[config.mk]
export PLATFORM = sky130hd
export DESIGN_NAME = c2r_sqrt_cell
export DESIGN_NICKNAME = d
export VERILOG_FILES = /design/src/hdl/c2r_pkg.sv /design/src/hdl/c2r_sqrt_cell.sv
export SDC_FILE = /design/constraint.sdc
export NUM_CORES = 1
export LEC_CHECK = 0
export ABC_AREA = 1
export BUFFER_PORTS_ARGS = -buffer_cell sky130_fd_sc_hd__buf_2
export CAP_MARGIN = 20
export CORE_MARGIN = 2
export CORE_UTILIZATION = 55
export CTS_BUF_LIST = sky130_fd_sc_hd__clkbuf_16
export CTS_CLUSTER_SIZE = 16
export DETAILED_ROUTE_END_ITERATION = 8
export GPL_ROUTABILITY_DRIVEN = 0
export PLACE_DENSITY_LB_ADDON = 0.2
export SLEW_MARGIN = 20
export SYNTH_ARGS = -nofsm -noshare
export SYNTH_HDL_FRONTEND = slang
export SYNTH_SLANG_ARGS = --single-unit
[constraint.sdc]
create_clock -name clk -period 0.9 [get_ports clk]
set_input_delay 0.09 -clock clk [delete_from_list [all_inputs] [get_ports clk]]
set_output_delay 0.09 -clock clk [all_outputs]
set_load 0.01 [all_outputs]
[src/hdl/c2r_pkg.sv]
package c2r_pkg;

    // datapath widths
    localparam int XY_W   = 36;   // cordic x/y lanes, room for gain and sign
    localparam int Z_W    = 34;   // cordic angle lane, Q3.28 plus headroom
    localparam int R2_W   = 64;   // squared range, Q32.32
    localparam int DM_W   = 65;   // dot product magnitude
    localparam int SQ_N   = 32;   // square root steps, one result bit each
    localparam int QUO_W  = 31;   // quotient bits below the saturation point
    localparam int ATAN_W = 28;

    localparam logic signed [Z_W-1:0]  PI_Z      = 34'sd843314857;
    localparam logic signed [Z_W-1:0]  HALF_PI_Z = 34'sd421657428;
    localparam logic signed [XY_W-1:0] GAIN_INV  = 36'sd652032874;

    typedef enum logic {
        REG_MODEL_MODE   = 1'b0,
        REG_MIN_RANGE_SQ = 1'b1
    } reg_sel_t;

    // atan(2^-i) in Q3.28, rounded to nearest
    function automatic logic [ATAN_W-1:0] atan_q28(input int unsigned idx);
        logic [ATAN_W-1:0] a;
        case (idx)
            0:       a = 28'd210828714;
            1:       a = 28'd124459457;
            2:       a = 28'd65760959;
            3:       a = 28'd33381290;
            4:       a = 28'd16755422;
            5:       a = 28'd8385879;
            6:       a = 28'd4193963;
            7:       a = 28'd2097109;
            8:       a = 28'd1048571;
            9:       a = 28'd524287;
            10:      a = 28'd262144;
            11:      a = 28'd131072;
            12:      a = 28'd65536;
            13:      a = 28'd32768;
            14:      a = 28'd16384;
            15:      a = 28'd8192;
            16:      a = 28'd4096;
            17:      a = 28'd2048;
            18:      a = 28'd1024;
            19:      a = 28'd512;
            20:      a = 28'd256;
            21:      a = 28'd128;
            22:      a = 28'd64;
            23:      a = 28'd32;
            24:      a = 28'd16;
            25:      a = 28'd8;
            26:      a = 28'd4;
            27:      a = 28'd2;
            28:      a = 28'd1;
            default: a = 28'd0;
        endcase
        return a;
    endfunction

endpackage

[src/hdl/c2r_sqrt_cell.sv]
module c2r_sqrt_cell #(
    parameter int STEP    = 0,
    parameter type side_t = logic
) (
    input  logic                      clk,
    input  logic                      rst_n,
    input  logic                      en,
    input  logic                      in_valid,
    input  logic [c2r_pkg::R2_W-1:0]  in_rem,
    input  logic [c2r_pkg::R2_W-1:0]  in_res,
    input  side_t                     in_side,
    output logic                      out_valid,
    output logic [c2r_pkg::R2_W-1:0]  out_rem,
    output logic [c2r_pkg::R2_W-1:0]  out_res,
    output side_t                     out_side
);
    import c2r_pkg::*;

    localparam logic [R2_W-1:0] ONE = R2_W'(1) << (R2_W - 2 - 2 * STEP);

    logic [R2_W:0]   trial;
    logic            take;
    logic [R2_W-1:0] rem_next, res_next, rem_reg, res_reg;
    logic            valid_reg;
    side_t           side_reg;

    assign trial = {1'b0, in_res} + {1'b0, ONE};
    assign take  = {1'b0, in_rem} >= trial;

    always_comb
    begin
        if (take)
        begin
            rem_next = in_rem - trial[R2_W-1:0];
            res_next = (in_res >> 1) + ONE;
        end
        else
        begin
            rem_next = in_rem;
            res_next = in_res >> 1;
        end
    end

    always_ff @(posedge clk or negedge rst_n)
    begin
        if (!rst_n)
            valid_reg <= 1'b0;
        else if (en)
            valid_reg <= in_valid;
    end

    always_ff @(posedge clk)
    begin
        if (en)
        begin
            rem_reg  <= rem_next;
            res_reg  <= res_next;
            side_reg <= in_side;
        end
    end

    assign out_valid = valid_reg;
    assign out_rem   = rem_reg;
    assign out_res   = res_reg;
    assign out_side  = side_reg;
endmodule

==> results of run 1 <==
[logic make-up after synthesis]
kind of cell             share of synthesized area [%]
XOR/XNOR                                         2.421
AND/OR/NAND/NOR                                  37.75
AO/OA/AOI/OAI                                    2.309
adder cells (fa/ha/maj)                          7.429
buffers and inverters                            15.24
multiplexers                                    0.1004
flip-flops                                       34.76
[layer usage]
layer  GRT overflow  track usage [%]
met1              0            69.96
met2              3            90.19
met3              0            50.12
met4              2            64.85
met5              0            15.68
[metrics by stage]
stage | TNS [ns] | cells | setup slack, ns | instance area [um^2]
3_3_place_gp | -86.36 | 2492 | -1.434 | 15730
3_5_place_dp | -87.71 | 2492 | -1.518 | 15730
4_1_cts | -68.63 | 2613 | -0.8358 | 17780
2_1_floorplan | -57.82 | 1737 | -0.8936 | 12360
[repair_timing]
item	CTS
gates cloned	4
endpoints found under the hold margin	73
hold buffers	74
setup endpoints to repair	196
resized for setup	154
buffers inserted	11
pin swaps	17
==> metrics.md, run 1 <==
| Metric | Value |
|---|---|
| Pin count of the biggest net entering global routing | 53 |
| Number of flops mapped to enable cells by yosys | 129 |
| CTS Buffer Depth | 2 |
| Post-synthesis sequential area ratio | roughly a third |
| Worst EP Category | register data pin |
| Detailed Place HPWL | between 30 and 40 mm |
| Worst_ep grt | out_rem[33]$_DFFE_PP_/D |
| I/O pins | ~260 |
| Synth area leaders | edfxtp_1, nand2_1, inv_1 |
| Cells after Synth | about 1.7k |
| Share of the synthesized area in the top cell type | around a third |
| Synth unique cells | 33 |
| Die Height | ~150 um |
| Area leader, netlist | edfxtp_1 |
| Sink count of the clock tree | 130 |
| Fail Step | 5_1_grt |
| Syn Nets | 1936 |
| Post-Syn Area | roughly 0.011 mm^2 |
| H-tree depth | 4 |
| Remaining global-route overflow | 5 |
| YS warnings | 0 |
| Syn_area_per_cell | 6.458 um^2 |
| Outcome | stopped before the end |
| Die X-Extent | between 100 and 150 um |
| Clock buffer count from CTS | 17 |
| Cell Rows | 52 |
| Initial Utilization | 55.79% |
| Root Buffer | clkbuf_16 |
| Gr usage total | between 60 and 70% |
| Most common cell in the netlist | nand2_1 |
| Primary FF master, synth | edfxtp_1 |
| #FFs+latches synth | 130 |
| Async SR Flop Fraction | less than 1% |
| Most frequent cells after synthesis | nand2_1, inv_1, nand3_1 |
| I/O Buffers | 262 |
| First reported error | [ERROR GRT-0232] Routing congestion too high. Check the congestion heatmap in the GUI. |
==> inputs of run 2 (changes only) <==
--- a/config.mk
+++ b/config.mk
@@ -9,12 +9,10 @@
 export BUFFER_PORTS_ARGS = -buffer_cell sky130_fd_sc_hd__buf_2
 export CAP_MARGIN = 20
 export CORE_MARGIN = 2
-export CORE_UTILIZATION = 55
-export CTS_BUF_LIST = sky130_fd_sc_hd__clkbuf_16
-export CTS_CLUSTER_SIZE = 16
+export CORE_UTILIZATION = 40
 export DETAILED_ROUTE_END_ITERATION = 8
 export GPL_ROUTABILITY_DRIVEN = 0
-export PLACE_DENSITY_LB_ADDON = 0.2
+export PLACE_DENSITY_LB_ADDON = 0.15
 export SLEW_MARGIN = 20
 export SYNTH_ARGS = -nofsm -noshare
 export SYNTH_HDL_FRONTEND = slang
==> run 2 against run 1 <==
Compared with the run above:
- synthesized cell count did not move
- the flow now finishes, with violations (setup timing)
- area after synthesis is the same
==> metrics.md, run 2 <==
| Metric | Value |
|---|---|
| Vias/cell | ~4.7 |
| Placed instance area | between 0.015 and 0.02 mm^2 |
| WL/cell | about 15 um |
| Cell Rows | 61 |
| Slack of the critical path | -0.9321 ns |
| H-tree depth | 4 |
| Setup violators final | between 150 and 200 |
| Critical Path AT | between 2 and 2.5 ns |
| CP Class | primary input to flip-flop |
| Pin count of the biggest net entering global routing | 39 |
| Syn Nets | slightly below 2k |
| Hold Vio Cnt, Final | 0 |
| Clk_skew | 0 ns |
| Worst Path Required | approximately 1.1 ns |
| Slew Viols, Final | 0 |
| First-pass GRT wire length | between 60 and 70 mm |
| Worst setup EP type | flip-flop |
| Maxcap violations | 0 |
| Die Height | around 170 um |
| Final Net Count | between 2k and 3k |
| RSZ-0062 raised after global routing | true |
| Root Buffer | clkbuf_16 |
| Ant diodes | 0 |
| Leakage power | 0.01007 uW |
| Failing checks | setup timing |
| Share of cells above drive strength 1 | 38.91% |
| CP startpoint kind | primary input |
| Post-Syn Area | 0.01122 mm^2 |
| Layout area overhead | 66.54% |
| #FFs+latches synth | 130 |
| Primary FF master, synth | edfxtp_1 |
| Core Footprint | 0.02771 mm^2 |
| Die ar. | between 0.02 and 0.03 mm^2 |
| Tightest Hold Check Type | primary input to flip-flop |
| I/O Buffers | 262 |
| DR pass1 iterations | 7 |
| Initial antenna violation count | 0 |
| Max transition margin | slightly above 70% |
| Number of flops mapped to enable cells by yosys | between 100 and 150 |
| Crit-path max FO | 6 |
| YS warnings | 0 |
| ANT nets after route | 0 |
| Gr usage total | ~28% |
| Routed wire length | between 40 and 50 mm |
| Outcome | finished, violations left |
| Worst VDD drop | roughly 0.0010 V |
| Most common cell after layout, fill and taps aside | nand2_1 |
| PwrDens | ~1300 mW/mm^2 |
| Worst Tran Pin Value | between 0.4 and 0.5 ns |
| Cells after Synth | around 1.7k |
| Worst-path clk slew | about 0.060 ns |
| Remaining global-route overflow | 0 |
| Final-layout setup total negative slack | -75.52 ns |
| Design Area, Final | between 0.015 and 0.02 mm^2 |
| Async SR Flop Fraction | less than 1% |
| Area leader, netlist | edfxtp_1 |
| Fin crit period | 1.832 ns |
| Initial Utilization | ~40% |
| Reg2Reg Depth | 1 |
| 1st-iter DRT viols | 980 |
| Share of the synthesized area in the top cell type | between 30% and 40% |
| CTS tree | built |
| Most frequent cells in the layout | nand2_1, inv_1, buf_4, buf_2, edfxtp_1 |
| Post-Layout Cell Count | 2781 |
| I/O pins | 263 |
| Synth unique cells | 33 |
| Post-route DRC | 0 |
| Worst slack at placement | -1.458 ns |
| Sink count of the clock tree | 130 |
| Via count | about 13k |
| Syn_area_per_cell | 6.458 um^2 |
| Clock latency on the worst-skew pair | approximately 0.44 ns |
| Clock buffer count from CTS | 17 |
| Most frequent cells after synthesis | nand2_1, inv_1, nand3_1 |
| Die X-Extent | approximately 170 um |
| Vias in the first global route | 12.59k |
| Period Utilization, post-route | 203.6% |
| Detailed Place HPWL | approximately 32 mm |
| Most common cell in the netlist | nand2_1 |
| Post-synthesis sequential area ratio | roughly a third |
| CTS Buffer Depth | 2 |
| Max Clock Freq | roughly 550 MHz |
| Hold Crit Depth | 3 |
| Placed insts | roughly 2.6k |
| Synth area leaders | edfxtp_1, nand2_1, inv_1 |
[run 2: cell type report]
| type | count | area, um^2 |
|---|---|---|
| Fill cell | 2435 | 9025 |
| Multi-Input combinational cell | 1174 | 7258 |
| Timing Repair Buffer | 655 | 4928 |
| Sequential cell | 130 | 3899 |
| Inverter | 412 | 1577 |
| Tap cell | 378 | 473.0 |
| Clock buffer | 18 | 429.2 |
| Clock inverter | 14 | 116.4 |
[run 2: power by group]
part	total (uW)	internal (uW)	switching [uW]
Combinational	10400	4760	5600
Sequential	7700	7530	178
Clock	6710	3770	2950
Total	24800	16100	8720
[run 2: per-stage QoR]
step	total power, uW	utilization, %	hold WS [ns]
3_3_place_gp	16510	58.25	-0.1355
3_5_place_dp	16630	58.25	-0.1347
5_1_grt	25960	67.43	0.01225
2_1_floorplan	12710	-	-0.2056
4_1_cts	24310	65.68	0.0008116
6_report	24780	67.43	0.001248
[run 2: final timing paths]
path                               endpoint       start  slack, ns
worst max-delay path            out_rem[31]  in_rem[55]      -0.93
worst min-delay path             out_rem[0]   in_rem[0]      0.001
worst max register to register    out_valid   out_valid       0.16
worst min register to register    out_valid   out_valid       0.51
max in group asynchronous         out_valid       rst_n       0.33
min in group asynchronous         out_valid       rst_n       0.47
[run 2: layer usage]
layer,GRT usage (%),part of all wire (%)
met1,37.68,45
met2,45.19,44
met3,4.763,7.4
met4,9.654,3.1
met5,0,0
[run 2: critical path: stages]
cell	delay, ns
buf_2	0.13
ha_4	0.26
nand2_4	0.08
inv_2	0.04
a21oi_2	0.17
and2_4	0.18
nor2_1	0.05
nor2_1	0.12
nand2_2	0.10
nor2_4	0.26
nand2_8	0.15
buf_12	0.16
buf_16	0.14
nand2_2	0.05
nand2_1	0.04
[run 2: logic make-up after synthesis]
kind of cell               synth area share, %
muxes                                   0.1004
adders and majority gates                7.429
AOI/OAI and AO/OA                        2.309
and+or+nand+nor                          37.75
xor gates and xnor gates                 2.421
buffers and inverters                    15.24
DFF                                      34.76
[run 2: timing repair]
action,4_1_cts,5_1_grt
buffers inserted,14,5
endpoints found under the setup margin,196,196
endpoints found under the hold margin,88,1
pin swaps,9,32
hold buffers,89,1
gates resized for setup,115,98
gates cloned,4,5
No activity file was read; power rests on OpenSTA's default activity.
