## config.mk

```make
export PLATFORM = sky130hd
export DESIGN_NAME = c2r_cordic_cell
export DESIGN_NICKNAME = d
export VERILOG_FILES = /design/src/hdl/c2r_pkg.sv /design/src/hdl/c2r_cordic_cell.sv
export SDC_FILE = /design/constraint.sdc
export NUM_CORES = 1
export LEC_CHECK = 0
export ABC_AREA = 1
export BUFFER_PORTS_ARGS = -buffer_cell sky130_fd_sc_hd__buf_2
export CAP_MARGIN = 10
export CORE_AREA = 2 2 186 133
export CTS_BUF_LIST = sky130_fd_sc_hd__clkbuf_4 sky130_fd_sc_hd__clkbuf_8
export DETAILED_ROUTE_END_ITERATION = 6
export DIE_AREA = 0 0 188 135
export GPL_TIMING_DRIVEN = 0
export PLACE_DENSITY_LB_ADDON = 0.3
export SYNTH_ARGS = -nofsm -noshare
export SYNTH_HDL_FRONTEND = slang
export SYNTH_SLANG_ARGS = --single-unit
```

## constraint.sdc

```tcl
create_clock -name clk -period 1.13 [get_ports clk]
set_clock_uncertainty 0.15 [all_clocks]
set_input_delay 0.0565 -clock clk [delete_from_list [all_inputs] [get_ports clk]]
set_output_delay 0.0565 -clock clk [all_outputs]
set_load 0.01 [all_outputs]
```

## src/hdl/c2r_pkg.sv

```systemverilog
package c2r_pkg;

    // datapath widths
    localparam int XY_W   = 36;   // cordic x/y lanes, room for gain and sign
    localparam int Z_W    = 34;   // cordic angle lane, Q3.28 plus headroom
    localparam int R2_W   = 64;   // squared range, Q32.32
    localparam int DM_W   = 65;   // dot product magnitude
    localparam int SQ_N   = 32;   // square root steps, one result bit each
    localparam int QUO_W  = 31;   // quotient bits below the saturation point
    localparam int ATAN_W = 28;

    localparam logic signed [Z_W-1:0]  PI_Z      = 34'sd843314857;
    localparam logic signed [Z_W-1:0]  HALF_PI_Z = 34'sd421657428;
    localparam logic signed [XY_W-1:0] GAIN_INV  = 36'sd652032874;

    typedef enum logic {
        REG_MODEL_MODE   = 1'b0,
        REG_MIN_RANGE_SQ = 1'b1
    } reg_sel_t;

    // atan(2^-i) in Q3.28, rounded to nearest
    function automatic logic [ATAN_W-1:0] atan_q28(input int unsigned idx);
        logic [ATAN_W-1:0] a;
        case (idx)
            0:       a = 28'd210828714;
            1:       a = 28'd124459457;
            2:       a = 28'd65760959;
            3:       a = 28'd33381290;
            4:       a = 28'd16755422;
            5:       a = 28'd8385879;
            6:       a = 28'd4193963;
            7:       a = 28'd2097109;
            8:       a = 28'd1048571;
            9:       a = 28'd524287;
            10:      a = 28'd262144;
            11:      a = 28'd131072;
            12:      a = 28'd65536;
            13:      a = 28'd32768;
            14:      a = 28'd16384;
            15:      a = 28'd8192;
            16:      a = 28'd4096;
            17:      a = 28'd2048;
            18:      a = 28'd1024;
            19:      a = 28'd512;
            20:      a = 28'd256;
            21:      a = 28'd128;
            22:      a = 28'd64;
            23:      a = 28'd32;
            24:      a = 28'd16;
            25:      a = 28'd8;
            26:      a = 28'd4;
            27:      a = 28'd2;
            28:      a = 28'd1;
            default: a = 28'd0;
        endcase
        return a;
    endfunction

endpackage

```

## src/hdl/c2r_cordic_cell.sv

```systemverilog
module c2r_cordic_cell #(
    parameter int SHIFT     = 0,
    parameter bit VECTORING = 1'b0,
    parameter type side_t   = logic
) (
    input  logic                             clk,
    input  logic                             rst_n,
    input  logic                             en,
    input  logic                             in_valid,
    input  logic signed [c2r_pkg::XY_W-1:0]  in_x,
    input  logic signed [c2r_pkg::XY_W-1:0]  in_y,
    input  logic signed [c2r_pkg::Z_W-1:0]   in_z,
    input  side_t                            in_side,
    output logic                             out_valid,
    output logic signed [c2r_pkg::XY_W-1:0]  out_x,
    output logic signed [c2r_pkg::XY_W-1:0]  out_y,
    output logic signed [c2r_pkg::Z_W-1:0]   out_z,
    output side_t                            out_side
);
    import c2r_pkg::*;

    logic signed [XY_W-1:0] x_sh, y_sh, x_next, y_next, x_reg, y_reg;
    logic signed [Z_W-1:0]  ang, z_next, z_reg;
    logic                   cw;
    logic                   valid_reg;
    side_t                  side_reg;

    assign x_sh = in_x >>> SHIFT;
    assign y_sh = in_y >>> SHIFT;
    assign ang  = signed'({{(Z_W-ATAN_W){1'b0}}, atan_q28(SHIFT)});

    // vectoring drives y toward zero, rotation drives z toward zero
    assign cw = VECTORING ? ~in_y[XY_W-1] : in_z[Z_W-1];

    always_comb
    begin
        if (cw)
        begin
            x_next = in_x + y_sh;
            y_next = in_y - x_sh;
            z_next = in_z + ang;
        end
        else
        begin
            x_next = in_x - y_sh;
            y_next = in_y + x_sh;
            z_next = in_z - ang;
        end
    end

    always_ff @(posedge clk or negedge rst_n)
    begin
        if (!rst_n)
            valid_reg <= 1'b0;
        else if (en)
            valid_reg <= in_valid;
    end

    always_ff @(posedge clk)
    begin
        if (en)
        begin
            x_reg    <= x_next;
            y_reg    <= y_next;
            z_reg    <= z_next;
            side_reg <= in_side;
        end
    end

    assign out_valid = valid_reg;
    assign out_x     = x_reg;
    assign out_y     = y_reg;
    assign out_z     = z_reg;
    assign out_side  = side_reg;
endmodule

```

==> impl_metrics.ini, run 1 <==
[outcome]
stop_stage = global routing
status = aborted with a tool error
error = [ERROR DPL-0038] Utilization greater than 100%, impossible to legalize

[synthesis]
synth_top_area_frac = 0.248
synth_area_sq_um = 12900
synth_cells = 1981
yosys.area_share.simple = 0.319
synthAdderAreaFrac = 0.142
synth-edff-count = 106
synth_xor_area_frac = 0.0341
synth.area.mux_share = 0.000876
ys_ff_latch = 107
avgSynthCellArea_sq_um = 6.49
synth.distinct_cells = 47
synth_top_family_by_area = simple AND/OR/NAND/NOR gates
async_flop_share = 0.00935
syn_nets = 2236
synth_flop_cell = edfxtp_1
synth_area_leaders = edfxtp_1 25%, nand2_1 17%, ha_1 14%
ys_warn_count = 0
ys_seq_area_frac = 0.249
yosysTopAreaCell = edfxtp_1
synth_compound_area_frac = 0.150

[place]
portBuffers = 218
place_area_sq_um = 16300
dp_hpwl_microns = 43900
gp_congestion = 1.08

[grt]
grt_max_degree = 76

[die]
die_w_microns = 188
rows = 47
ios = 219
start_util = 0.548
die_h_microns = 135

[clock_tree]
cts_root_buf = clkbuf_8
cts_sinks = 107
numCtsBuffers = 9
htreeDepth = 3
clk_path_buf_depth = 2

[sta]
worst_endpoint = out_z[31]$_DFFE_PP_/D
worst-ep-kind = register data pin
-- cells by family after synthesis --
logic type / after synthesis
xor+xnor: 50
mux: 1
buf+inv: 335
fa+ha+maj: 144
compound gates: 350
flops: 107
simple gates: 994
-- synthesized netlist by cell type, types with 6 or more instances --
cell	count
nor2_2	6
o21bai_1	23
nand3_1	176
o21ai_0	87
buf_4	17
nand4_1	12
xnor2_1	10
inv_2	19
xor2_1	40
clkbuf_1	8
ha_1	140
nand2_1	570
edfxtp_1	106
a31oi_1	7
a21o_1	13
o21ai_1	27
nor2_1	190
buf_2	17
o22ai_1	7
inv_1	267
nor3_1	16
a21oi_1	162
-- stage by stage --
stage                     setup WS [ns]  cells  utilization  hold WS, ns  setup TNS [ns]
after floorplan                  -0.808   1981            -       -0.389          -53.97
after global placement            -1.62   2517        0.692       -0.319         -248.11
after detailed placement          -1.66   2518        0.693       -0.317         -142.92
after CTS                        -0.607   2681        0.870      -0.0502          -46.62
-- timing repair --
action | in CTS
resized for setup | 678
cloned | 5
pin swaps | 247
hold buffers | 7
hold endpoints to repair | 32
endpoints found under the setup margin | 205
buffers inserted | 140
==> inputs of run 2 (changes only) <==
- CORE_AREA: 2 2 186 133 -> 2 2 183 185
- CTS_BUF_LIST: sky130_fd_sc_hd__clkbuf_4 sky130_fd_sc_hd__clkbuf_8 -> unset
- DIE_AREA: 0 0 188 135 -> 0 0 185 187
- PLACE_DENSITY_LB_ADDON: 0.3 -> 0.15
==> run 2 against run 1 <==
Net effect:
- synthesized cell count unchanged
- the flow now finishes, with violations (negative hold slack, negative setup slack)
- synthesized area unchanged
==> impl_metrics.ini, run 2 <==
[cells_and_area]
diodes = 0
layout-drive-gt1-share = 0.576
largest_register_ffs = 36
nets = 2687
syn2layout_area_growth_pct = 78.5
final_cell_mix = 299 x nand2_1, 178 x nand2_2, 175 x buf_2, 172 x inv_1, 149 x buf_4
final_common_cell = nand2_1

[grt]
grt_pass1_vias = 15300
grt_max_degree = 76
antenna_found_initial = 0
grt_overflow = 0
grt_pass1_wl_microns = 83900
grt_usage = 0.316

[route]
viasPerCell = 5.44
detail_route.iter0.violations = 1066
drt.antenna.violating_nets = 0
drc = 0
drt_first_pass_iters = 5
wirelength_microns = 57900
vias = 15700
wl_per_cell_microns = 20.1

[critical_path]
arrival_ns = 1.82
cp_slowest_cell = fa_2
critPathCaptureType = register
start_kind = input pin
reg2regPathDepth = 1
cp_num_buf_inv = 4
path_max_fanout = 3
reg2reg_to = out_valid$_DFFE_PN0P_
worstReg2RegStart = out_valid$_DFFE_PN0P_
max_stage_delay_ns = 0.46
crit_family = adder cells
cpMostUsedCell = nand2_1
crit_required_ns = 1.09
reg2reg_slack_ns = 0.23
critPathKind = in2reg
crit_chain = buf_12, inv_8, ha_4, fa_2, inv_4, nand2_1, o211ai_1, nand2_1, nand2_4, buf_6, xor2_2, o21ai_2

[outcome]
status = finished with violations
violations = negative hold slack, negative setup slack

[synthesis]
synth-edff-count = 106
ys_warn_count = 0
synth_flop_cell = edfxtp_1
yosysMostFrequentCell = nand2_1
synth_area_leaders = edfxtp_1 25%, nand2_1 17%, ha_1 14%
ys_seq_area_frac = 0.249
synth_cells = 1981
synth.distinct_cells = 47
synth_top_area_frac = 0.248
synthTopCellsByCount = 570 x nand2_1, 267 x inv_1, 190 x nor2_1
yosysTopAreaCell = edfxtp_1
ys_ff_latch = 107
async_flop_share = 0.00935
synth_area_sq_um = 12900
avgSynthCellArea_sq_um = 6.49
syn_nets = 2236

[sta]
max-slew-margin-rel = 0.327
setup_violations = 106
finalMaxSlewViolations = 0
worst_pin_slew_ns = 1.01
period_share = 1.64
worst_slack_ns = -0.727
final.min_clock_period_ns = 1.86
rsz0062_at_grt = yes
hold_viol = 32
max_freq_mhz = 539
hold_ws_ns = -0.0656

[die]
rows = 67
ios = 219
start_util = 0.391
die_area_sq_um = 34600
die_h_microns = 187
die_w_microns = 185
core_sq_um = 32900

[power_and_ir_drop]
power_density_nw_per_um2 = 930
finalPower_mw = 21.3
leakage_nw = 10.3
ir_drop_mv = 0.780

[clock_tree]
numCtsBuffers = 9
postCtsHoldBufs = 7
clk_pin_slew_ns = 0.09
htreeDepth = 3
cts_tree = yes
cts_sinks = 107
cts_root_buf = clkbuf_16
clock_latency_ns = 0.37
clk_path_buf_depth = 2

[place]
portBuffers = 218
gp_congestion = 0.977
dp_hpwl_microns = 42600

[hold_path]
hold-path-endpoint = out_x[8]$_DFFE_PP_
hp-class = in2reg
hp-start = en
holdPathStages = 1

[run]
drv_cap = 0
-- run 2: cell counts after synthesis --
Identical to the previous run, type by type.
-- run 2: cell families (layout without fill, tap and decap cells) --
logic type      count (synthesis)  in the layout  synth area share
compound gates                350            350             0.150
xor+xnor                       50             50            0.0341
fa+ha+maj                     144            144             0.142
buf+inv                       335            791             0.105
flops                         107            107             0.249
mux                             1              1          0.000876
simple gates                  994            994             0.319
-- run 2: worst max-delay path by stage --
stage / start / endpoint / slack (ns) / depth (start not counted)
floorplan: in_z[33] / out_z[23]$_DFFE_PP_ / -0.81 / 13
global placement: in_z[33] / out_z[28]$_DFFE_PP_ / -1.72 / 12
detailed placement: in_z[33] / out_z[28]$_DFFE_PP_ / -1.71 / 12
CTS: in_z[33] / out_z[31]$_DFFE_PP_ / -0.66 / 15
global route: in_z[33] / out_z[29]$_DFFE_PP_ / -0.79 / 15
finish: in_y[0] / out_y[14]$_DFFE_PP_ / -0.73 / 12
-- run 2: where the power goes --
group	total (mW)	internal (mW)	switching, mW
Combinational	12.7	5.28	7.44
Sequential	5.26	5.13	0.138
Clock	3.36	1.55	1.81
-- run 2: stage by stage --
step | TNS, ns | area (sq um) | instances | util | setup slack [ns]
2_1_floorplan | -53.97 | 14700 | 1981 | - | -0.808
3_3_place_gp | -265.73 | 16400 | 2647 | 0.499 | -1.72
3_5_place_dp | -145.93 | 16400 | 2648 | 0.500 | -1.71
4_1_cts | -48.38 | 20600 | 2817 | 0.626 | -0.661
5_1_grt | -60.47 | 23000 | 2885 | 0.699 | -0.788
6_report | -54.67 | 23000 | 2885 | 0.699 | -0.727
-- run 2: repair_timing --
action	in CTS	in global routing
pin swaps	300	248
endpoints found under the setup margin	116	136
resized for setup	675	438
endpoints found under the hold margin	38	32
gates cloned	3	2
setup buffers	150	79
-- run 2: per-layer routing --
metal  wire [microns]  share of wire  vias to the layer above  track usage
met5                0              0                        -            0
li1                 -              -                     7375            -
met4             2810          0.048                        0        0.129
met1            24000           0.41                     7462        0.417
met2            27200           0.47                      690        0.526
met3             3990          0.069                      177       0.0343
-- run 2: layout make-up --
cell class,instances,area (sq um)
multi-input cells,1539,13300
repair buffers,448,3690
flip-flops and latches,107,3210
clock inverters,6,57.6
plain buffers,39,533
inverters,288,1360
clock buffers,10,229
fillers,2630,9910
well taps,448,561
Note: power is estimated with default switching activity, not from simulation.
==> inputs of run 3 (changes only) <==
- ABC_AREA: 1 -> unset
- BUFFER_PORTS_ARGS: -buffer_cell sky130_fd_sc_hd__buf_2 -> unset
- CORE_AREA: 2 2 183 185 -> 2 2 171 173
- DIE_AREA: 0 0 185 187 -> 0 0 173 175
- DONT_BUFFER_PORTS: unset -> 1
- PLACE_DENSITY: unset -> 0.66
- PLACE_DENSITY_LB_ADDON: 0.15 -> unset
==> run 3 against run 2 <==
Net effect:
- the run still ends with negative hold slack, negative setup slack left
- setup slack worse by 0.63 ns
- critical endpoint is now out_x[29]$_DFFE_PP_
- largest power group unchanged
- power is 16% lower
- sequential share of layout area increased by 6.0 points
- cell area shrank 30%
- wire length down 25%
- utilization decreased by 13 points
==> impl_metrics.ini, run 3 <==
[synthesis]
yosysTopAreaCell = edfxtp_1
async_flop_share = 0.00935
synth_area_sq_um = 11200
yosysMostFrequentCell = a21oi_1
synth.distinct_cells = 81
synth_top_family_by_area = compound AO/OA/AOI/OAI gates
synthAdderAreaFrac = 0.163
ys_warn_count = 0
synth_compound_area_frac = 0.257
yosys.area_share.simple = 0.139
ys_ff_latch = 107
ys_seq_area_frac = 0.286
synth_xor_area_frac = 0.0758
synthTopCellsByCount = 147 x a21oi_1, 140 x ha_1, 118 x nor2_1
avgSynthCellArea_sq_um = 8.53
synth_cells = 1314
synth-edff-count = 106
synth_top_area_frac = 0.284
synth_area_leaders = edfxtp_1 28%, ha_1 16%, a21oi_1 6.6%
syn_nets = 1569
synth.area.mux_share = 0.0172
synth_flop_cell = edfxtp_1

[die]
die_w_microns = 173
start_util = 0.395
rows = 62
core_sq_um = 28400
die_h_microns = 175
die_area_sq_um = 30300
ios = 219

[cells_and_area]
diodes = 0
final_cell_mix = 106 x edfxtp_1, 99 x ha_1, 97 x inv_1, 93 x nor2_1, 86 x buf_4
nets = 1721
final_common_cell = edfxtp_1
largest_register_ffs = 36
syn2layout_area_growth_pct = 43.4
utilization = 0.566
stdcell_count = 1855
fillers = 2405
layout-drive-gt1-share = 0.379

[route]
drt_first_pass_iters = 6
drc = 0
detail_route.iter0.violations = 1334
wl_per_cell_microns = 23.4
drt.antenna.violating_nets = 0
wl_met1_microns = 17400
vias = 11300
route.top_layer_used = met4
wl_met2_microns = 20500
dr_wl_met3_microns = 3940
wirelength_microns = 43400
viasPerCell = 6.10

[critical_path]
startpoint = in_x[1]
arrival_ns = 2.47
critPathCaptureType = register
critPathKind = in2reg
worstReg2RegStart = out_valid$_DFFE_PN0P_
path_max_fanout = 4
crit_required_ns = 1.11
start_kind = input pin

[hold_path]
hp-class = in2reg
hp-start = en

[clock_tree]
clk_path_buf_depth = 2
cts_root_buf = clkbuf_16
cts_tree = yes
cts_sinks = 107
numCtsBuffers = 9
htreeDepth = 3
clock_latency_ns = 0.37
clk_pin_slew_ns = 0.09

[outcome]
violations = negative hold slack, negative setup slack
status = finished with violations

[sta]
setup_violations = 98
final.min_clock_period_ns = 2.49
worst_pin_slew_ns = 1.24
max_freq_mhz = 401
period_share = 2.20
hold_viol = 124
max-slew-margin-rel = 0.172
rsz0062_at_grt = yes
worst_slack_ns = -1.36
finalMaxSlewViolations = 0
hold_ws_ns = -0.361

[power_and_ir_drop]
leakage_nw = 6.42
finalPower_mw = 17.9
power_density_nw_per_um2 = 1110
ir_drop_mv = 0.696

[grt]
grt_max_degree = 108
grt_usage = 0.267
grt_pass1_wl_microns = 63300
grt_pass1_vias = 11100
antenna_found_initial = 0
grt_overflow = 0

[place]
place_inst = 1698
gp_congestion = 0.975
dp_hpwl_microns = 29200
portBuffers = 0

[run]
drv_cap = 0
run 3: changes by cell type in the layout (fill, tap and decap cells not counted), sizes merged, moves of 17 or more:
cell / change
nand2b: +17
xnor2: +74
clkbuf: +18
mux2i: +17
nor2b: +18
nand2: -513
xor2: -27
nor2: -79
a21o: +30
buf: -307
o21ai: -30
inv: -162
nand3: -166
run 3: final cells by class:
| cell class | count | area, sq um | area share |
|---|---|---|---|
| Clock buffer | 10 | 229 | 0.0142 |
| Sequential cell | 107 | 3210 | 0.200 |
| Inverter | 121 | 542 | 0.0337 |
| Buffer | 50 | 475 | 0.0296 |
| Tap cell | 384 | 480 | 0.0299 |
| Multi-Input combinational cell | 1029 | 9590 | 0.596 |
| Timing Repair Buffer | 148 | 1440 | 0.0893 |
| Clock inverter | 6 | 119 | 0.00739 |
run 3: power by group:
group	switching [mW]	internal, mW
clock	1.69	2.21
combinational	4.43	3.64
sequential	0.628	5.31
total	6.75	11.1
run 3: repair_timing:
| item | in CTS | in global routing |
|---|---|---|
| resized for setup | 322 | 170 |
| gates cloned | 3 | 0 |
| pin swaps | 147 | 135 |
| setup buffers | 104 | 47 |
| setup endpoints to repair | 101 | 101 |
| hold endpoints to repair | 142 | 122 |
| hold buffers | 7 | 1 |
run 3: path summary, 6_finish.rpt:
| kind | to | slack [ns] | cells past startpoint |
|---|---|---|---|
| setup / recovery | out_x[29]$_DFFE_PP_ | -1.36 | 11 |
| hold / removal | out_x[21]$_DFFE_PP_ | -0.36 | 0 |
| setup reg to reg | out_valid$_DFFE_PN0P_ | 0.19 | 1 |
| hold reg to reg | out_valid$_DFFE_PN0P_ | 0.43 | 1 |
| max in group asynchronous | out_valid$_DFFE_PN0P_ | 0.46 | 2 |
| min in group asynchronous | out_valid$_DFFE_PN0P_ | 0.27 | 2 |
run 3: critical path: stages:
cell and delay, ns:
clkinvlp_4 0.12, ha_4 0.31, nor2b_4 0.17, o21bai_4 0.09, a2111oi_4 0.41, o41ai_4 0.15, o221a_2 0.30, o32a_1 0.41
o21ai_1 0.16, mux2i_1 0.11, xnor2_1 0.18
run 3: logic make-up after synthesis:
kind of cell	Yosys count
xor+xnor	97
buf+inv	178
mux	19
fa+ha+maj	144
flops	107
compound gates	447
simple gates	322
run 3: metrics by stage:
| step | instance area (sq um) | setup WS, ns | TNS [ns] |
|---|---|---|---|
| after floorplan | 11900 | -1.62 | -97.77 |
| after global placement | 12400 | -2.07 | -141.45 |
| after detailed placement | 12400 | -2.03 | -141.46 |
| after CTS | 15100 | -1.38 | -89.47 |
| after global routing | 16100 | -1.41 | -100.62 |
| final | 16100 | -1.36 | -95.50 |
run 3: layer usage:
| metal | vias to the layer above | track usage |
|---|---|---|
| met5 | - | 0 |
| met4 | 0 | 0.0904 |
| met3 | 123 | 0.0601 |
| met2 | 657 | 0.448 |
| met1 | 5453 | 0.339 |
| li1 | 5083 | - |
