### config.mk
export PLATFORM = sky130hd
export DESIGN_NAME = c2r_div_cell
export DESIGN_NICKNAME = d
export VERILOG_FILES = /design/src/hdl/c2r_pkg.sv /design/src/hdl/c2r_div_cell.sv
export SDC_FILE = /design/constraint.sdc
export NUM_CORES = 1
export LEC_CHECK = 0
export ABC_AREA = 1
export BUFFER_PORTS_ARGS = -buffer_cell sky130_fd_sc_hd__buf_4
export CAP_MARGIN = 15
export CELL_PAD_IN_SITES_DETAIL_PLACEMENT = 1
export CELL_PAD_IN_SITES_GLOBAL_PLACEMENT = 1
export CORE_MARGIN = 5
export CORE_UTILIZATION = 25
export DETAILED_ROUTE_END_ITERATION = 12
export PLACE_DENSITY_LB_ADDON = 0.1
export SLEW_MARGIN = 20
export SYNTH_ARGS = -nofsm -noshare
export SYNTH_HDL_FRONTEND = slang
export SYNTH_SLANG_ARGS = --single-unit
### constraint.sdc
create_clock -name clk -period 0.83 [get_ports clk]
set_input_delay 0.0415 -clock clk [delete_from_list [all_inputs] [get_ports clk]]
set_output_delay 0.0415 -clock clk [all_outputs]
set_load 0.03 [all_outputs]
### src/hdl/c2r_pkg.sv
package c2r_pkg;

    // datapath widths
    localparam int XY_W   = 36;   // cordic x/y lanes, room for gain and sign
    localparam int Z_W    = 34;   // cordic angle lane, Q3.28 plus headroom
    localparam int R2_W   = 64;   // squared range, Q32.32
    localparam int DM_W   = 65;   // dot product magnitude
    localparam int SQ_N   = 32;   // square root steps, one result bit each
    localparam int QUO_W  = 31;   // quotient bits below the saturation point
    localparam int ATAN_W = 28;

    localparam logic signed [Z_W-1:0]  PI_Z      = 34'sd843314857;
    localparam logic signed [Z_W-1:0]  HALF_PI_Z = 34'sd421657428;
    localparam logic signed [XY_W-1:0] GAIN_INV  = 36'sd652032874;

    typedef enum logic {
        REG_MODEL_MODE   = 1'b0,
        REG_MIN_RANGE_SQ = 1'b1
    } reg_sel_t;

    // atan(2^-i) in Q3.28, rounded to nearest
    function automatic logic [ATAN_W-1:0] atan_q28(input int unsigned idx);
        logic [ATAN_W-1:0] a;
        case (idx)
            0:       a = 28'd210828714;
            1:       a = 28'd124459457;
            2:       a = 28'd65760959;
            3:       a = 28'd33381290;
            4:       a = 28'd16755422;
            5:       a = 28'd8385879;
            6:       a = 28'd4193963;
            7:       a = 28'd2097109;
            8:       a = 28'd1048571;
            9:       a = 28'd524287;
            10:      a = 28'd262144;
            11:      a = 28'd131072;
            12:      a = 28'd65536;
            13:      a = 28'd32768;
            14:      a = 28'd16384;
            15:      a = 28'd8192;
            16:      a = 28'd4096;
            17:      a = 28'd2048;
            18:      a = 28'd1024;
            19:      a = 28'd512;
            20:      a = 28'd256;
            21:      a = 28'd128;
            22:      a = 28'd64;
            23:      a = 28'd32;
            24:      a = 28'd16;
            25:      a = 28'd8;
            26:      a = 28'd4;
            27:      a = 28'd2;
            28:      a = 28'd1;
            default: a = 28'd0;
        endcase
        return a;
    endfunction

endpackage

### src/hdl/c2r_div_cell.sv
module c2r_div_cell #(
    parameter int BIT     = 0,
    parameter type side_t = logic
) (
    input  logic                       clk,
    input  logic                       rst_n,
    input  logic                       en,
    input  logic                       in_valid,
    input  logic [c2r_pkg::R2_W-1:0]   in_rem,
    input  logic [c2r_pkg::QUO_W-1:0]  in_quo,
    input  logic [31:0]                in_den,
    input  side_t                      in_side,
    output logic                       out_valid,
    output logic [c2r_pkg::R2_W-1:0]   out_rem,
    output logic [c2r_pkg::QUO_W-1:0]  out_quo,
    output logic [31:0]                out_den,
    output side_t                      out_side
);
    import c2r_pkg::*;

    logic [R2_W-1:0]  trial, rem_next, rem_reg;
    logic [QUO_W-1:0] quo_next, quo_reg;
    logic [31:0]      den_reg;
    logic             take;
    logic             valid_reg;
    side_t            side_reg;

    assign trial = {{(R2_W-32){1'b0}}, in_den} << BIT;
    assign take  = in_rem >= trial;

    always_comb
    begin
        quo_next      = in_quo;
        quo_next[BIT] = take;
        rem_next      = take ? in_rem - trial : in_rem;
    end

    always_ff @(posedge clk or negedge rst_n)
    begin
        if (!rst_n)
            valid_reg <= 1'b0;
        else if (en)
            valid_reg <= in_valid;
    end

    always_ff @(posedge clk)
    begin
        if (en)
        begin
            rem_reg  <= rem_next;
            quo_reg  <= quo_next;
            den_reg  <= in_den;
            side_reg <= in_side;
        end
    end

    assign out_valid = valid_reg;
    assign out_rem   = rem_reg;
    assign out_quo   = quo_reg;
    assign out_den   = den_reg;
    assign out_side  = side_reg;
endmodule

==> results of run 1 <==
[cells in the mapped netlist]
cell type  number  area, um^2
and2_1          1        6.26
a21oi_2        21         184
ha_1           32         400
or2_2           3        18.8
inv_1         212         796
xnor2_1        21         184
nand3_2         1        10.0
xor2_1          3        26.3
buf_2           6        30.0
nor2_4          2        22.5
o21ai_0        30         150
buf_6           3        33.8
nand2_1       422        1580
nor4_1          3        18.8
o21bai_1        4        30.0
mux2_2          1        11.3
nor3b_1         1        7.51
inv_2           2        7.51
a21o_1          2        15.0
nor2_1        131         492
nand3b_1        1        7.51
nor3_1         19        95.1
and3_1          1        6.26
buf_4           1        7.51
dfrtp_1         1        25.0
nand2_2         4        25.0
edfxtp_1      128        3840
a31oi_1         2        12.5
fa_1            1        20.0
nor2_2          3        18.8
nand4_1        15        93.8
a21oi_1        30         150
nand3_1        63         315
[registers in the layout, indices dropped and copies added, names as in the netlist]
| register | flops |
|---|---|
| out_rem | 64 |
| out_den | 32 |
| out_quo | 31 |
| out_side | 1 |
| out_valid | 1 |
[worst paths after layout]
check,from,cells past startpoint,end
min in group asynchronous,rst_n,3,out_valid
worst max register to register,out_valid,2,out_valid
max in group asynchronous,rst_n,3,out_valid
worst max-delay path,in_rem[0],18,out_rem[27]
worst min-delay path,en,2,out_valid
worst min register to register,out_valid,2,out_valid
[cell usage in the layout, fill, tap and decap left out, drive strengths merged, types with 4 or more instances in the layout]
cell / instances
clkinvlp: 4
nand4: 15
clkbuf: 17
o21ai: 30
buf: 560
dlygate4sd3: 99
nand2: 426
ha: 32
inv: 221
xnor2: 21
nor3: 19
edfxtp: 128
nand3: 64
o21bai: 4
a21oi: 51
nor2: 136
[cell type report]
| cell class | count | area, um^2 |
|---|---|---|
| inverters | 214 | 846 |
| well taps | 455 | 569 |
| flip-flops and latches | 129 | 3870 |
| fillers | 3988 | 16500 |
| clock buffers | 17 | 425 |
| multi-input cells | 817 | 6030 |
| clock inverters | 15 | 146 |
| repair buffers | 659 | 6010 |
[metrics by stage]
stage | total power (W) | worst slack (ps) | util [%]
final | 0.0255 | -759 | 52.1
after global routing | 0.0267 | -886 | 52.1
after CTS | 0.0249 | -710 | 48.8
after detailed placement | 0.0154 | -1480 | 38.5
after global placement | 0.0153 | -1470 | 38.5
after floorplan | 0.0117 | -896 | -
[logic make-up (layout without fill, tap and decap cells)]
group	Yosys count	after routing	share of synthesized area [%]
xor+xnor	24	24	2.43
fa+ha+maj	33	33	4.86
simple gates	670	670	31.5
mux	1	1	0.130
flops	129	129	44.7
compound gates	89	89	6.26
buf+inv	224	905	10.1
[repair_timing]
action                     CTS  global route
buffers inserted            25            24
hold buffers                99             0
pin swaps                   61           109
hold endpoints to repair    97             0
setup endpoints to repair  194           195
resized for setup          453           284
cloned                       3             0
[routing by layer]
layer	vias up	GRT usage (%)
li1	5047	-
met1	4726	28.2
met2	194	34.6
met3	35	3.37
met4	0	5.17
met5	-	0
[power by group]
group          leakage, nW  switching (W)  internal, W
clock                0.270        0.00336      0.00419
sequential            1.26       0.000321      0.00797
combinational         6.67        0.00504      0.00461
==> flow_summary.rst, run 1 <==
.. list-table::
   :header-rows: 1

   * - Metric
     - Value
   * - Run status
     - complete, but fails checks
   * - Violated checks
     - negative setup slack
   * - Largest fanout on the critical path
     - 8
   * - Share of cells above drive strength 1
     - 56.9%
   * - Period minus WS final
     - 1590 ps
   * - Most common cell type on the critical path
     - nand2_1
   * - Synthesized area
     - 8650 um^2
   * - Max layer used
     - met4
   * - Ports
     - 261
   * - Fmax
     - 629 MHz
   * - Cells after synthesis
     - 1170
   * - Vias after detailed routing
     - 10000
   * - Layout Nets
     - 2003
   * - WL/cell
     - 17.5 um
   * - Routed length on met1
     - 18.9 mm
   * - Top cell family by delay on the critical path
     - simple AND/OR/NAND/NOR gates
   * - Number of failing setup endpoints in the final timing report
     - 195
   * - Clock tree from TritonCTS
     - done
   * - Max Cap Viol
     - 0
   * - Required time of the critical path
     - 1030 ps
   * - Critical Path End Type
     - flip-flop
   * - Clock Skew
     - 0 ps
   * - Root cell of the clock tree
     - clkbuf_16
   * - Htree depth
     - 4
   * - Slowest library cell on the worst path
     - fa_2
   * - Cell area after layout
     - 17900 um^2
   * - Transition time at the pin with the least slew margin
     - 348 ps
   * - Placed Cells
     - 2125
   * - Floorplan die width
     - 196 um
   * - Placed cell areas
     - 13200 um^2
   * - P per Cell Area
     - 1420 nW/um^2
   * - Rows
     - 68
   * - Synth Register Bits
     - 129
   * - Worst hold path class
     - input pin to flip-flop
   * - Initial standard-cell utilization of the core
     - 25.2%
   * - Number of design rule violations left after detail routing
     - 0
   * - Count of nets left with antenna violations after detail routing
     - 0
   * - Library cells used by synthesis
     - 33
   * - Antenna cells
     - 0
   * - Critical path type
     - input pin to flip-flop
   * - Overflow left after global routing
     - 0
   * - Iteration count of the initial detailed-routing pass
     - 4
   * - Reg2Reg Setup Slack
     - -70 ps
   * - Met2 layer wire length in the routed design
     - 19.3 mm
   * - Die Span Y
     - 196 um
   * - Average cell area after synthesis
     - 7.39 um^2
   * - Unrepaired setup endpoints after global routing
     - true
   * - Crit path buf inv count
     - 6
   * - Fin crit share
     - 191%
   * - Via count of the first global-routing pass
     - 10700
   * - Number of warnings printed during yosys synthesis
     - 0
   * - Drt initial violations
     - 394
   * - Hold violation count in the final report
     - 0
   * - HPWL reported at the end of detailed placement
     - 31.1 mm
   * - Worst-Skew Late Latency
     - 440 ps
   * - First-pass GRT wire length
     - 61.3 mm
   * - Vias per inst
     - 4.34
   * - Slowest Stage Delay on Critical Path
     - 350 ps
   * - Number of buffers on the longest clock path
     - 2
   * - Layout area overhead
     - 107%
   * - Worst setup SP type
     - input pin
   * - P_leak
     - 8.20 nW
   * - Worst voltage drop across the vdd grid
     - 1.54 mV
   * - Clock-pin slew on the worst setup and hold paths
     - 60 ps
   * - Aggregate routed wire length
     - 40.5 mm
   * - Total number of clock tree sinks
     - 129
   * - Post-synth net total
     - 1335
   * - Number of buffers created by CTS
     - 17
   * - Gr usage total
     - 20.7%
   * - Arrival time at the worst endpoint
     - 1790 ps
   * - Number of antenna violations at the first check in global routing
     - 0
   * - Post-Route Setup TNS
     - -69480 ps
   * - Worst setup margin
     - -759 ps
   * - Largest net degree at the start of global routing
     - 30
   * - Max-Slew Margin vs Limit
     - 76.6%
   * - Area of the core
     - 34400 um^2
   * - Number of pins with negative max-slew slack in the final report
     - 0
   * - Cells along the critical path
     - buf_8, inv_8, ha_4, fa_2, inv_2, nand2_1, nand2_1, nand3_2, nand2_2, nand2_2, nand2_4, nand2_4, nand3_4, inv_8, buf_6, buf_6, nand2_1, o21ai_1
   * - Share of the yosys chip area belonging to registers
     - 44.7%
   * - Hold_ws
     - 19.1 ps
   * - Port-buffer cells
     - 259
   * - Detailed-routed wire length on met3
     - 1.54 mm
   * - Die footprint
     - 38400 um^2
   * - Routability cong.
     - 0.878
   * - Post-route insts no fill
     - 2306
(Power assumes the default switching activity.)
==> run 2, diff against run 1 <==
CORE_MARGIN = default   (was 5)
==> run 2 against run 1 <==
The run still ends with negative setup slack left. Critical path type unchanged. First-iteration DRC count is 12% lower. Register-to-register slack better by 120 ps. Power is 2.8% higher. Clock skew stayed put. Core utilization is 0.64 points higher. Cell area is 0.51% lower. Largest power group unchanged. Die area is 8.0% lower. Non-clock buffer count is 8 higher. Worst setup slack worse by 80 ps. Fmax is 4.8% lower. Highest routed layer is now met5.
==> flow_summary.rst, run 2 (synthesized netlist as in run 1, its figures left out) <==
.. list-table::
   :header-rows: 1

   * - Metric
     - Value
   * - Number of antenna violations at the first check in global routing
     - 1 (+1)
   * - Rows
     - 67 (-1.5%)
   * - Antenna cells
     - 0 (unchanged)
   * - Count of nets left with antenna violations after detail routing
     - 0 (unchanged)
   * - Required time of the critical path
     - 1020 ps (about the same)
   * - Number of stages on the worst hold path
     - 2 (unchanged)
   * - HP Start
     - en
   * - Aggregate routed wire length
     - 39.6 mm (-2.3%)
   * - Clock Skew
     - 0 ps (unchanged)
   * - Total number of clock tree sinks
     - 129 (unchanged)
   * - Largest net degree at the start of global routing
     - 42 (+40%)
   * - HPWL reported at the end of detailed placement
     - 29.9 mm (-3.9%)
   * - Root cell of the clock tree
     - clkbuf_16
   * - WL/cell
     - 17.1 um (-2.3%)
   * - Reg2Reg Setup Slack
     - 50 ps (+120 ps)
   * - Largest fanout on the critical path
     - 7 (-1)
   * - Area of the core
     - 33800 um^2 (-1.7%)
   * - Worst reg2reg endpoint
     - out_valid
   * - Initial standard-cell utilization of the core
     - 25.6% (+0.44 points)
   * - Clock-pin slew on the worst setup and hold paths
     - 60 ps (about the same)
   * - Arrival time at the worst endpoint
     - 1850 ps (+60 ps)
   * - P_leak
     - 8.25 nW (+0.56%)
   * - Via count of the first global-routing pass
     - 10600 (-0.34%)
   * - Worst hold path class
     - input pin to flip-flop
   * - Worst setup margin
     - -839 ps (-79.5 ps)
   * - Most used cells in the layout excluding fill and tap cells
     - 394 x buf_4, 263 x nand2_1, 167 x inv_1
   * - Period minus WS final
     - 1670 ps (+79.5 ps)
   * - Hold_ws
     - 4.86 ps (-14.2 ps)
   * - Unrepaired setup endpoints after global routing
     - true
   * - Number of pins with negative max-slew slack in the final report
     - 0 (unchanged)
   * - Routability cong.
     - 0.876 (-0.23%)
   * - Die footprint
     - 35300 um^2 (-8.0%)
   * - Vias after detailed routing
     - 10100 (+1.1%)
   * - Worst voltage drop across the vdd grid
     - 1.49 mV (-3.6%)
   * - Htree depth
     - 4 (unchanged)
   * - Hold violation count in the final report
     - 0 (unchanged)
   * - Worst setup SP type
     - input pin
   * - Gr usage total
     - 22.2% (+1.5 points)
   * - Number of buffers created by CTS
     - 17 (unchanged)
   * - Max Cap Viol
     - 0 (unchanged)
   * - Fin crit share
     - 201% (+9.6 points)
   * - Critical Path End Type
     - flip-flop
   * - Clock tree from TritonCTS
     - done
   * - Transition time at the pin with the least slew margin
     - 337 ps (-11.2 ps)
   * - Leading cell type in the layout, fill and taps excluded
     - buf_4
   * - Depth of the worst register-to-register path
     - 1 (-1)
   * - Overflow left after global routing
     - 0 (unchanged)
   * - Number of buffers on the longest clock path
     - 2 (unchanged)
   * - Run status
     - complete, but fails checks
   * - Floorplan die width
     - 188 um (-4.1%)
   * - Layout area overhead
     - 106%
   * - Port-buffer cells
     - 259 (unchanged)
   * - Ports
     - 261 (unchanged)
   * - Share of cells above drive strength 1
     - 54.5% (-2.4 points)
   * - First-pass GRT wire length
     - 59.4 mm (-3.1%)
   * - Number of design rule violations left after detail routing
     - 0 (unchanged)
   * - Iteration count of the initial detailed-routing pass
     - 4 (unchanged)
   * - Worst Hold End
     - out_den[12]
   * - Drt initial violations
     - 346 (-12%)
   * - Layout Nets
     - 2011 (+0.40%)
   * - Critical path type
     - input pin to flip-flop
   * - Launching point of the worst reg2reg path
     - out_valid
   * - P per Cell Area
     - 1470 nW/um^2 (+3.3%)
   * - Post-Route Setup TNS
     - -71380 ps (-1900 ps)
   * - Max-Slew Margin vs Limit
     - 77.4% (+0.73 points)
   * - Worst-Skew Late Latency
     - 440 ps (about the same)
   * - Max reg flops
     - 64 (unchanged)
   * - Vias per inst
     - 4.38 (+1.0%)
   * - Fmax
     - 599 MHz (-4.8%)
   * - Number of failing setup endpoints in the final timing report
     - 194 (-0.51%)
   * - Violated checks
     - negative setup slack
   * - Die Span Y
     - 188 um (-4.1%)
[run 2: layout make-up]
class	instances	area (um^2)
Fill cell	3945	16000
Timing Repair Buffer	667	6120
Multi-Input combinational cell	817	5800
Sequential cell	129	3870
Inverter	214	823
Tap cell	448	561
Clock buffer	21	460
Clock inverter	11	179
[run 2: critical path: stages]
cell and delay (ps):
buf_8 90, inv_8 30, ha_4 150, fa_2 360
inv_2 70, nand2_1 60, nand2_1 80, nand3_2 70
nand2_2 90, nand2_2 70, nand2_4 80, nand2_4 60
nand3_4 140, inv_8 80, buf_12 140, buf_12 140
nand2_4 50, o21ai_2 50
[run 2: where the power goes]
part           total [W]  internal [W]  switching (W)
Sequential       0.00828       0.00797       0.000308
Combinational    0.00958       0.00463        0.00495
Clock            0.00835       0.00521        0.00313
Total             0.0262        0.0178        0.00839
[run 2: layer usage]
layer	share of wire (%)	vias to the layer above	GRT usage, %
met5	0.043	-	0
met4	1.2	2	5.10
met3	3.5	21	3.43
met2	48	195	37.7
met1	47	4830	29.4
li1	-	5061	-
[run 2: how the worst max path moves through the flow]
stage                     slack (ps)  depth (start not counted)       from     endpoint
after floorplan                 -900                         16  in_rem[0]  out_rem[37]
after global placement         -1500                         14  in_rem[8]  out_rem[29]
after detailed placement       -1490                         14  in_rem[8]  out_rem[29]
after CTS                       -750                         18  in_rem[0]  out_rem[31]
after global routing            -920                         18  in_rem[0]  out_rem[27]
final                           -840                         18  in_rem[0]  out_rem[27]
[run 2: what timing repair did]
item / in CTS / in global routing
gates resized for setup: 418 / 211
cloned: 4 / 1
pin swaps: 41 / 66
endpoints found under the hold margin: 103 / 3
setup endpoints to repair: 194 / 226
buffers inserted: 29 / 20
hold buffers: 101 / 3
[run 2: metrics by stage]
stage / total power [W] / std cells / cell area [um^2] / worst slack, ps / utilization [%]
global placement: 0.0154 / 2120 / 13300 / -1500 / 39.4
global route: 0.0273 / 2307 / 17800 / -919 / 52.7
CTS: 0.0258 / 2286 / 16900 / -747 / 49.9
detailed placement: 0.0155 / 2120 / 13300 / -1490 / 39.4
floorplan: 0.0117 / 1170 / 8850 / -896 / -
finish: 0.0262 / 2307 / 17800 / -839 / 52.7
==> run 3, diff against run 2 <==
BUFFER_PORTS_ARGS = default   (was -buffer_cell sky130_fd_sc_hd__buf_4)
DONT_BUFFER_PORTS = 1   (was default)
==> run 3 against run 2 <==
The flow finishes with violations (negative hold slack, negative setup slack). Non-clock buffer count decreased by 312. Combinational power fell by 46%. Count of clock-buffer cells in the layout shrank 2. Worst hold slack got worse by 320 ps. Clock skew is the same. Worst setup slack gained 78 ps. Power decreased by 10%.
==> flow_summary.rst, run 3 (synthesized netlist as in run 1, its figures left out) <==
.. list-table::
   :header-rows: 1

   * - Metric
     - Value
   * - Run status
     - complete, but fails checks
   * - Violated checks
     - negative hold slack, negative setup slack
   * - Number of antenna violations at the first check in global routing
     - 0 (-1)
   * - Worst-Skew Late Latency
     - 440 ps (about the same)
   * - Max reg flops
     - 64 (unchanged)
   * - Worst hold path class
     - input pin to flip-flop
   * - Worst setup margin
     - -761 ps (+78.0 ps)
   * - Launching point of the worst reg2reg path
     - out_valid
   * - Floorplan die width
     - 188 um (unchanged)
   * - Worst setup SP type
     - input pin
   * - Post-route insts no fill
     - 1996 (-13%)
   * - Ports
     - 261 (unchanged)
   * - Placed Cells
     - 1807 (-15%)
   * - First-pass GRT wire length
     - 55.9 mm (-5.9%)
   * - Sequential cell area in the final layout
     - 3870 um^2 (unchanged)
   * - Number of stages on the worst hold path
     - 0 (-2)
   * - Overflow left after global routing
     - 0 (unchanged)
   * - HP Start
     - in_den[1]
   * - Most used cells in the layout excluding fill and tap cells
     - 332 x nand2_1, 204 x buf_4, 192 x inv_1
   * - Initial standard-cell utilization of the core
     - 25.6% (unchanged)
   * - Total number of clock tree sinks
     - 129 (unchanged)
   * - Worst voltage drop across the vdd grid
     - 1.50 mV (+0.84%)
   * - Die Span Y
     - 188 um (unchanged)
   * - Largest fanout on the critical path
     - 7 (unchanged)
   * - Clock-pin slew on the worst setup and hold paths
     - 60 ps (about the same)
   * - Worst reg2reg endpoint
     - out_valid
   * - Depth of the worst register-to-register path
     - 1 (unchanged)
   * - Vias per inst
     - 4.39 (+0.10%)
   * - WL/cell
     - 18.1 um (+5.9%)
   * - Max-Slew Margin vs Limit
     - 67.3% (-10 points)
   * - P_leak
     - 6.28 nW (-24%)
   * - Iteration count of the initial detailed-routing pass
     - 5 (+1)
   * - Drt initial violations
     - 372 (+7.5%)
   * - HPWL reported at the end of detailed placement
     - 27.2 mm (-9.0%)
   * - Largest net degree at the start of global routing
     - 130 (+210%)
   * - Number of design rule violations left after detail routing
     - 0 (unchanged)
   * - Reg2Reg Setup Slack
     - 60 ps (about the same)
   * - Share of cells above drive strength 1
     - 32.8% (-22 points)
   * - Critical path type
     - input pin to flip-flop
   * - Routability cong.
     - 0.847 (-3.3%)
   * - Clock Skew
     - 0 ps (unchanged)
   * - Layout Nets
     - 1700 (-15%)
   * - Max Cap Viol
     - 0 (unchanged)
   * - Die footprint
     - 35300 um^2 (unchanged)
   * - Number of buffers created by CTS
     - 17 (unchanged)
   * - Layout area overhead
     - 65.0%
   * - Unrepaired setup endpoints after global routing
     - true
   * - Vias after detailed routing
     - 8755 (-13%)
   * - Clock tree from TritonCTS
     - done
   * - Worst Hold End
     - out_den[1]
   * - Critical Path End Type
     - flip-flop
   * - Port-buffer cells
     - 0 (-100%)
   * - Area of the core
     - 33800 um^2 (unchanged)
   * - Place WS
     - -1380 ps (+114 ps)
   * - Via count of the first global-routing pass
     - 9642 (-9.2%)
   * - Fmax
     - 629 MHz (+4.9%)
   * - Transition time at the pin with the least slew margin
     - 486 ps (+150 ps)
   * - Combined area of the multi-input logic cells
     - 5070 um^2 (-13%)
   * - Required time of the critical path
     - 1140 ps (+120 ps)
   * - Count of nets left with antenna violations after detail routing
     - 0 (unchanged)
   * - Leading cell type in the layout, fill and taps excluded
     - nand2_1
   * - Root cell of the clock tree
     - clkbuf_16
   * - Antenna cells
     - 0 (unchanged)
   * - Number of buffers on the longest clock path
     - 2 (unchanged)
   * - P per Cell Area
     - 1650 nW/um^2 (+12%)
   * - Number of pins with negative max-slew slack in the final report
     - 0 (unchanged)
   * - Aggregate routed wire length
     - 36.2 mm (-8.4%)
   * - Htree depth
     - 4 (unchanged)
   * - Period minus WS final
     - 1590 ps (-78.0 ps)
   * - Arrival time at the worst endpoint
     - 1900 ps (+50 ps)
   * - Gr usage total
     - 21.0% (-1.2 points)
   * - Hold violation count in the final report
     - 135 (+135)
   * - Number of filler cells placed in the layout
     - 3979 (+0.86%)
   * - Fin crit share
     - 192% (-9.4 points)
   * - Number of failing setup endpoints in the final timing report
     - 194 (unchanged)
   * - Hold_ws
     - -311 ps (-315 ps)
   * - Rows
     - 67 (unchanged)
## run 3: cell count changes in the layout (fill, tap and decap cells not counted), sizes merged
cell / previous run / this run
buf: 563 / 228
bufinv: 4 / 6
clkbuf: 22 / 21
dlygate4sd3: 103 / 125
inv: 215 / 216
## run 3: cell type report
cell class,instances,area share (%)
inverters,214,5.80
multi-input cells,817,35.5
flip-flops and latches,129,27.1
repair inverters,1,0.0789
clock buffers,19,3.10
repair buffers,355,22.8
clock inverters,13,1.62
well taps,448,3.93
## run 3: per-layer routing
layer	track usage [%]	vias to the layer above	wire, um
li1	-	4432	-
met1	28.6	4104	17800
met2	33.4	199	16400
met3	4.40	20	1610
met4	5.53	0	416
met5	0	-	0
## run 3: timing repair
item / CTS / global route
gates resized for setup: 215 / 62
buffers inserted: 23 / 5
hold buffers: 123 / 2
cloned: 6 / 2
endpoints found under the hold margin: 257 / 137
setup endpoints to repair: 194 / 194
pin swaps: 19 / 22
## run 3: report_power, final
part           internal [W]  switching [W]  leakage [nW]
clock network       0.00571        0.00305         0.324
logic               0.00257        0.00265          4.69
registers           0.00802        0.00150          1.26
total                0.0163        0.00721          6.28
## run 3: worst max path at each step
stage / from / endpoint / slack (ps) / depth (start not counted)
finish: in_rem[0] / out_rem[34] / -760 / 18
global route: in_den[29] / out_rem[34] / -840 / 14
CTS: in_rem[0] / out_rem[56] / -700 / 17
detailed placement: in_den[26] / out_rem[61] / -1380 / 12
global placement: in_den[26] / out_rem[61] / -1380 / 12
floorplan: in_rem[0] / out_rem[37] / -900 / 16
## run 3: worst max-delay path, cell delays in order
cell     delay [ps]
inv_8            10
ha_4            140
fa_2            390
inv_2            70
nand2_1          40
nand2_1          60
nand3_2          60
nand2_2          90
nand2_2          70
nand2_4          80
nand2_4          60
nand3_4         200
inv_12          100
buf_12          150
buf_12          140
nor2_4           70
nand2_1          50
nand2_1          50
## run 3: stage by stage
| stage | setup TNS [ps] | power [W] | hold WS, ps | cell area (um^2) | util (%) |
|---|---|---|---|---|---|
| finish | -66740 | 0.0235 | -311 | 14300 | 42.2 |
| global route | -76090 | 0.0245 | -340 | 14300 | 42.2 |
| CTS | -66440 | 0.0236 | -338 | 14000 | 41.5 |
| detailed placement | -80140 | 0.0135 | -254 | 10800 | 32.1 |
| global placement | -78530 | 0.0135 | -254 | 10800 | 32.1 |
| floorplan | -56600 | 0.0117 | -254 | 8850 | - |
